File: src/cuwt_pkg.sv
// Shared types and constants for the card identifier whitelist table.
package cuwt_pkg;

  localparam int MAX_ENTRIES = 20;
  localparam int UID_BITS    = 32;
  localparam int CNT_W       = $clog2(MAX_ENTRIES + 1);
  localparam int IDX_W       = (MAX_ENTRIES > 1) ? $clog2(MAX_ENTRIES) : 1;

  localparam logic [UID_BITS-1:0] MASTER_RESET = UID_BITS'(32'hD948CA06);

  localparam logic [1:0] OP_LOOKUP = 2'd0;
  localparam logic [1:0] OP_ADD    = 2'd1;
  localparam logic [1:0] OP_REVOKE = 2'd2;

  localparam logic [1:0] ST_OK      = 2'd0;
  localparam logic [1:0] ST_FULL    = 2'd1;
  localparam logic [1:0] ST_PRESENT = 2'd2;
  localparam logic [1:0] ST_ABSENT  = 2'd3;

  typedef enum logic [1:0] {
    S_IDLE,
    S_SCAN,
    S_FINISH
  } state_t;

  typedef struct packed {
    logic                shift_en;
    logic                wr_en;
    logic [IDX_W-1:0]    wr_slot;
    logic [UID_BITS-1:0] wr_data;
  } cell_ctl_t;

endpackage

File: src/card_uid_whitelist_table_top.sv
// Top level of the card identifier whitelist table: identifier ring and sequencer.
//
//   channel  direction  signals
//   in       input      in_valid/in_ready, in_opcode, in_uid
//   out      output     out_valid/out_ready, out_success, out_status,
//                       out_is_master, out_entry_count_out
//   cfg      input      cfg_valid/cfg_ready, cfg_data (master identifier)
//
// Each accepted transaction steps through every slot of the ring in S_SCAN, then its result is registered in S_FINISH.
// The next transaction can be accepted in the same cycle that this result appears in the output register.
// The entries rotate once around the cell ring, one slot per cycle past the compare at the head.
// Reset clears the entry count and loads the default master identifier.
// A new transaction is accepted while the previous result waits in the output register.
// A stalled output holds the sequencer in its final step until the result is taken.
module card_uid_whitelist_table_top (
  input  logic                          clk,
  input  logic                          rst_n,
  input  logic                          in_valid,
  output logic                          in_ready,
  input  logic [1:0]                    in_opcode,
  input  logic [cuwt_pkg::UID_BITS-1:0] in_uid,
  input  logic                          cfg_valid,
  output logic                          cfg_ready,
  input  logic [cuwt_pkg::UID_BITS-1:0] cfg_data,
  output logic                          out_valid,
  input  logic                          out_ready,
  output logic                          out_success,
  output logic [1:0]                    out_status,
  output logic                          out_is_master,
  output logic [cuwt_pkg::CNT_W-1:0]    out_entry_count_out
);
  import cuwt_pkg::*;

  cell_ctl_t           cell_ctl;
  logic [UID_BITS-1:0] ring_uid [MAX_ENTRIES];

  for (genvar k = 0; k < MAX_ENTRIES; k++) begin : g_cell
    cuwt_cell u_cell (
      .clk     (clk),
      .ctl     (cell_ctl),
      .slot_id (IDX_W'(k)),
      .nbr_uid (ring_uid[(k + 1) % MAX_ENTRIES]),
      .uid     (ring_uid[k])
    );
  end

  cuwt_ctrl u_ctrl (
    .clk                 (clk),
    .rst_n               (rst_n),
    .in_valid            (in_valid),
    .in_ready            (in_ready),
    .in_opcode           (in_opcode),
    .in_uid              (in_uid),
    .cfg_valid           (cfg_valid),
    .cfg_ready           (cfg_ready),
    .cfg_data            (cfg_data),
    .out_valid           (out_valid),
    .out_ready           (out_ready),
    .out_success         (out_success),
    .out_status          (out_status),
    .out_is_master       (out_is_master),
    .out_entry_count_out (out_entry_count_out),
    .head_uid            (ring_uid[0]),
    .cell_ctl            (cell_ctl)
  );

endmodule

File: src/cuwt_cell.sv
// One storage cell of the rotating identifier ring.
module cuwt_cell (
  input  logic                          clk,
  input  cuwt_pkg::cell_ctl_t           ctl,
  input  logic [cuwt_pkg::IDX_W-1:0]    slot_id,
  input  logic [cuwt_pkg::UID_BITS-1:0] nbr_uid,
  output logic [cuwt_pkg::UID_BITS-1:0] uid
);
  import cuwt_pkg::*;

  logic [UID_BITS-1:0] uid_r;

  always_ff @(posedge clk) begin
    if (ctl.shift_en) begin
      uid_r <= nbr_uid;
    end else if (ctl.wr_en && (ctl.wr_slot == slot_id)) begin
      uid_r <= ctl.wr_data;
    end
  end

  assign uid = uid_r;

endmodule

File: src/cuwt_ctrl.sv
// Sequencer that scans the ring, decides each operation and holds the result.
module cuwt_ctrl (
  input  logic                          clk,
  input  logic                          rst_n,
  input  logic                          in_valid,
  output logic                          in_ready,
  input  logic [1:0]                    in_opcode,
  input  logic [cuwt_pkg::UID_BITS-1:0] in_uid,
  input  logic                          cfg_valid,
  output logic                          cfg_ready,
  input  logic [cuwt_pkg::UID_BITS-1:0] cfg_data,
  output logic                          out_valid,
  input  logic                          out_ready,
  output logic                          out_success,
  output logic [1:0]                    out_status,
  output logic                          out_is_master,
  output logic [cuwt_pkg::CNT_W-1:0]    out_entry_count_out,
  input  logic [cuwt_pkg::UID_BITS-1:0] head_uid,
  output cuwt_pkg::cell_ctl_t           cell_ctl
);
  import cuwt_pkg::*;

  state_t              state_r, state_nxt;
  logic [1:0]          op_r;
  logic [UID_BITS-1:0] uid_r;
  logic [UID_BITS-1:0] master_r;
  logic                master_hit_r;
  logic [IDX_W-1:0]    idx_r;
  logic                hit_r;
  logic [IDX_W-1:0]    slot_r;
  logic [UID_BITS-1:0] last_r;
  logic [CNT_W-1:0]    count_r, count_nxt;
  logic                out_valid_r;
  logic                out_success_r;
  logic [1:0]          out_status_r;
  logic                out_is_master_r;
  logic [CNT_W-1:0]    out_count_r;

  logic                accept;
  logic                scan_last;
  logic                in_range;
  logic                finish_fire;
  logic                ok;
  logic [1:0]          status;

  assign accept    = in_valid && in_ready;
  assign scan_last = (idx_r == IDX_W'(MAX_ENTRIES - 1));
  assign in_range  = (CNT_W'(idx_r) < count_r);

  always_comb begin
    state_nxt = state_r;
    case (state_r)
      S_IDLE: begin
        if (in_valid) begin
          state_nxt = S_SCAN;
        end
      end
      S_SCAN: begin
        if (scan_last) begin
          state_nxt = S_FINISH;
        end
      end
      S_FINISH: begin
        if (!out_valid_r || out_ready) begin
          state_nxt = S_IDLE;
        end
      end
      default: state_nxt = S_IDLE;
    endcase
  end

  always_comb begin
    in_ready    = (state_r == S_IDLE);
    finish_fire = (state_r == S_FINISH) && (!out_valid_r || out_ready);
    ok          = 1'b0;
    status      = ST_OK;
    count_nxt   = count_r;
    cell_ctl.shift_en = (state_r == S_SCAN);
    cell_ctl.wr_en    = 1'b0;
    cell_ctl.wr_slot  = slot_r;
    cell_ctl.wr_data  = last_r;
    case (op_r)
      OP_ADD: begin
        if (count_r >= CNT_W'(MAX_ENTRIES)) begin
          status = ST_FULL;
        end else if (hit_r) begin
          status = ST_PRESENT;
        end else begin
          ok               = 1'b1;
          count_nxt        = count_r + CNT_W'(1);
          cell_ctl.wr_en   = finish_fire;
          cell_ctl.wr_slot = count_r[IDX_W-1:0];
          cell_ctl.wr_data = uid_r;
        end
      end
      OP_REVOKE: begin
        if (!hit_r) begin
          status = ST_ABSENT;
        end else begin
          ok             = 1'b1;
          count_nxt      = count_r - CNT_W'(1);
          cell_ctl.wr_en = finish_fire;
        end
      end
      default: begin
        ok     = hit_r;
        status = hit_r ? ST_OK : ST_ABSENT;
      end
    endcase
  end

  always_ff @(posedge clk) begin
    if (!rst_n) begin
      state_r     <= S_IDLE;
      count_r     <= '0;
      master_r    <= MASTER_RESET;
      out_valid_r <= 1'b0;
    end else begin
      state_r <= state_nxt;
      if (cfg_valid) begin
        master_r <= cfg_data;
      end
      if (finish_fire) begin
        count_r     <= count_nxt;
        out_valid_r <= 1'b1;
      end else if (out_ready) begin
        out_valid_r <= 1'b0;
      end
    end
  end

  always_ff @(posedge clk) begin
    if (accept) begin
      op_r         <= in_opcode;
      uid_r        <= in_uid;
      master_hit_r <= (in_uid == master_r);
      idx_r        <= '0;
      hit_r        <= 1'b0;
    end else if (state_r == S_SCAN) begin
      if (in_range && (head_uid == uid_r) && !hit_r) begin
        hit_r  <= 1'b1;
        slot_r <= idx_r;
      end
      if (in_range && (CNT_W'(idx_r) == count_r - CNT_W'(1))) begin
        last_r <= head_uid;
      end
      if (!scan_last) begin
        idx_r <= idx_r + IDX_W'(1);
      end
    end
    if (finish_fire) begin
      out_success_r   <= ok;
      out_status_r    <= status;
      out_is_master_r <= master_hit_r;
      out_count_r     <= count_nxt;
    end
  end

  assign cfg_ready           = 1'b1;
  assign out_valid           = out_valid_r;
  assign out_success         = out_success_r;
  assign out_status          = out_status_r;
  assign out_is_master       = out_is_master_r;
  assign out_entry_count_out = out_count_r;

endmodule
File: config.mk
export PLATFORM = sky130hd
export DESIGN_NAME = card_uid_whitelist_table_top
export DESIGN_NICKNAME = d
export VERILOG_FILES = /design/src/cuwt_pkg.sv /design/src/card_uid_whitelist_table_top.sv /design/src/cuwt_cell.sv /design/src/cuwt_ctrl.sv
export SDC_FILE = /design/constraint.sdc
export NUM_CORES = 1
export LEC_CHECK = 0
export CAP_MARGIN = 30
export CORE_MARGIN = 8
export CORE_UTILIZATION = 45
export CTS_CLUSTER_DIAMETER = 80
export CTS_CLUSTER_SIZE = 12
export DETAILED_ROUTE_END_ITERATION = 7
export DONT_BUFFER_PORTS = 1
export SYNTH_ARGS = -nofsm -noshare
export SYNTH_HDL_FRONTEND = slang
export SYNTH_SLANG_ARGS = --single-unit
File: constraint.sdc
create_clock -name clk -period 4.5 [get_ports clk]
set_clock_uncertainty 0.2 [all_clocks]
set_input_delay 0.225 -clock clk [delete_from_list [all_inputs] [get_ports clk]]
set_output_delay 0.225 -clock clk [all_outputs]
set_load 0.01 [all_outputs]
==> impl_results.md <==
- Hold Path Cell Cnt: 1
- HP Class: in2reg
- Area grow syn2layout: 14.73%
- Final ANT Viol Nets: 0
- Die X: 277.6 um
- Design area: 0.03534 mm2
- Final Max Tran Viols: 0
- Status: completed
- Post-DR vias/cell: 5.641
- Syn nets: 2079
- Syn Inst Count: 1997
- Tightest hold margin: 0.03275 ns
- Synth Warn #: 0
- Vias in the first global route: 18041
- Vias post-DR: 16905
- Mapped Avg Cell Area: 15.42 um2
- R2R depth: 7
- Post-route DRC: 0
- Int Pwr: 12.22 mW
- Max Cap Viol: 0
- RSZ-0062 raised after global routing: false
- Final min period: 3.808 ns
- Clock Pin Slew Worst Setup and Hold Paths: 0.06 ns
- Nets@finish: 2167
- Sequential Area: 0.02257 mm2
- Die ar.: 0.07707 mm2
- Fill cell count: 5546
- Crit path kind: reg2reg
- Cell Chain, Critical Path: inv_1 > ha_1 > nor2b_1 > a2bb2oi_1 > or4b_4 > o31ai_4 > buf_4
- Combinational share of power: 9.3%
- Top post-synthesis cells by area: edfxtp_1 (70%), a21o_1 (16%), dfxtp_1 (3.0%), xor2_1 (1.9%), clkbuf_1 (1.2%)
- Slew HR: 32.81%
- Post-DP HPWL: 40870 um
- Grt met3 use: 3.101%
- Clk_lat worst skew: 0.62 ns
- Router iterations before antenna repair: 5
- Tcrit/Tclk final: 84.62%
- Cell taking the most area after synthesis: edfxtp_1
- Final setup viols: 0
- Die height: 277.6 um
- CTS resizes: 0
- Hold buffers post-CTS: 113
- Most frequent cells in the layout: edfxtp_1 (721), a21o_1 (640), dlygate4sd3_1 (112), nand2_1 (95), clkbuf_16 (74)
- Setup crit start kind: flip-flop
- CP arrival: 3.90 ns
- Pre-CTS setup slack: 0.7448 ns
- Critical path's slowest cell: o31ai_4
- Area of the multi-input gates: 0.007729 mm2
- Crit path max fanout: 19
- Achievable Freq: 262.6 MHz
- GRT overflow: 0
- Critical Path End Type: flip-flop
- Post-synth ARST share: 0%
- Unique cell type count in the Yosys netlist: 48
- IO Count: 83
- Met1 track utilization from global routing: 23.11%
- Clk pwr share: 36.0%
- Initial Utilization: 45.14%
- Yosys reg bits: 767
- Ys flop type: edfxtp_1
- Clock sinks: 767
- Setup ws final: 0.6923 ns
- Most common cell after layout, fill and taps aside: edfxtp_1
- IO buf count: 0
- Max clock buf depth: 3
- CTS root buf: clkbuf_16
- Worst-Margin Slew: 1.008 ns
- Synth Cell Area: 0.03080 mm2
- Flop pwr share: 54.7%
- Post-synth EDFFs: 721
- RePlAce Congestion: 0.8138
- Initial antenna violation count: 5
- Switch Pwr: 3.692 mW
- Post-Route WL: 70300 um
- Leak pwr: 15.18 nW
- GRT busiest layer: met2
- Iter 0 DRT Violations: 1532
- Sw Ratio: 23.20%
- Area share of the largest cell type after synthesis: 70.30%
- Power per cell area: 450.3 mW/mm2
- All-Layer GR Usage: 18.16%
- Met2 Use GR: 31.44%
- Seq/Total Area, Yosys: 73.29%
- Hold Fails Final Rpt: 0
- Largest net degree at the start of global routing: 209
- TritonCTS clock tree: done
- Drt wl/cell: 23.46 um
- H-tree depth: 3
- Critical path's largest stage delay: 0.85 ns
- Num CTS Buffers: 74
- Rows: 96
- Area after DPL: 0.03199 mm2
- Peak supply drop: 0.3017 mV
- Fraction of layout cells with a size suffix above 1: 8.626%
- Worst endpoint required time: 4.60 ns
- Post-CTS Setup Inserts: 0
- First-pass GRT wire length: 109200 um
- Core region area: 0.06823 mm2
==> power groups by stage <==
| stage | logic [mW] | clock network, mW | registers (mW) |
|---|---|---|---|
| 2_1_floorplan | 0.968 | 0 | 8.78 |
| 3_3_place_gp | 1.34 | 0 | 8.86 |
| 3_5_place_dp | 1.37 | 0 | 8.85 |
| 4_1_cts | 1.49 | 5.86 | 8.71 |
| 5_1_grt | 1.64 | 6.12 | 8.75 |
| 6_report | 1.49 | 5.72 | 8.71 |
==> per-layer routing <==
metal / up-vias / part of all wire (%) / routed length, um
met5: - / 0 / 0
met1: 8704 / 42 / 29460
met4: 0 / 3.0 / 2103
met2: 386 / 51 / 35590
met3: 139 / 4.5 / 3148
li1: 7676 / - / -
==> worst max-delay path, delay by kind of cell (launching register included) <==
kind | cells | cell delay, ns
simple gates | 2 | 1.00
buf+inv | 2 | 0.48
fa+ha+maj | 1 | 0.40
compound gates | 2 | 1.00
flops | 1 | 0.39
==> worst paths after layout <==
check | startpoint | to | slack [ns]
setup / recovery | u_ctrl.op_r[1] | g_cell[6].u_cell.uid[29] | 0.69
hold / removal | in_opcode[0] | u_ctrl.op_r[0] | 0.03
setup reg to reg | u_ctrl.op_r[1] | g_cell[6].u_cell.uid[29] | 0.69
hold reg to reg | u_ctrl.master_hit_r | u_ctrl.out_is_master | 0.22
==> final cells by class <==
| class | instances | share of cell area [%] |
|---|---|---|
| Clock inverter | 10 | 0.5417 |
| Inverter | 13 | 0.1381 |
| Antenna cell | 5 | 0.03541 |
| Multi-Input combinational cell | 1050 | 21.87 |
| Tap cell | 882 | 3.123 |
| Timing Repair Buffer | 179 | 4.993 |
| Sequential cell | 767 | 63.88 |
| Clock buffer | 91 | 5.421 |
==> flip-flops by register name, indices dropped and copies added (netlist names) <==
name and flops:
g_cell.u_cell.uid 640, u_ctrl.count_r 5, u_ctrl.hit_r 1, u_ctrl.idx_r 5
u_ctrl.last_r 32, u_ctrl.master_hit_r 1, u_ctrl.master_r 32, u_ctrl.op_r 2
u_ctrl.out_entry_count_out 5, u_ctrl.out_is_master 1, u_ctrl.out_status 2, u_ctrl.out_success 1
u_ctrl.out_valid 1, u_ctrl.slot_r 5, u_ctrl.state_r 2, u_ctrl.uid_r 32
==> kinds of logic after synthesis <==
group                    Yosys count  synth area share (%)
flip-flops                       767                 73.29
AO/OA/AOI/OAI                    740                 17.55
AND/OR/NAND/NOR                  189                 3.006
buffers and inverters            180                 2.466
XOR/XNOR                          76                 2.161
multiplexers                      33                 1.073
adder cells (fa/ha/maj)           11                0.4469
other                              1               0.01218
==> cells in the mapped netlist, types with 3 or more instances <==
library cell / number
buf_1: 5
o31ai_1: 6
a21boi_0: 3
nand3_1: 7
inv_1: 13
nor4b_1: 3
nor3_1: 7
dfxtp_1: 46
mux2i_1: 33
nand4_1: 8
nand2b_1: 7
nor2b_1: 24
nor4_1: 17
buf_2: 57
o21ai_1: 10
edfxtp_1: 721
xor2_1: 68
a21o_1: 640
o21ai_0: 19
clkbuf_1: 102
a21oi_1: 37
ha_1: 11
xnor2_1: 8
nor2_1: 12
nand2_1: 95
a31oi_1: 12
==> stage by stage <==
step | std cells | setup TNS (ns) | power [mW] | utilization, %
finish | 2997 | 0 | 15.91 | 51.79
global route | 2997 | 0 | 16.50 | 51.79
CTS | 2988 | 0 | 16.06 | 51.65
detailed placement | 2774 | 0 | 10.23 | 46.89
global placement | 2773 | 0 | 10.20 | 46.85
floorplan | 1997 | -28.13 | 9.748 | -
Note: power is estimated with default switching activity, not from simulation.
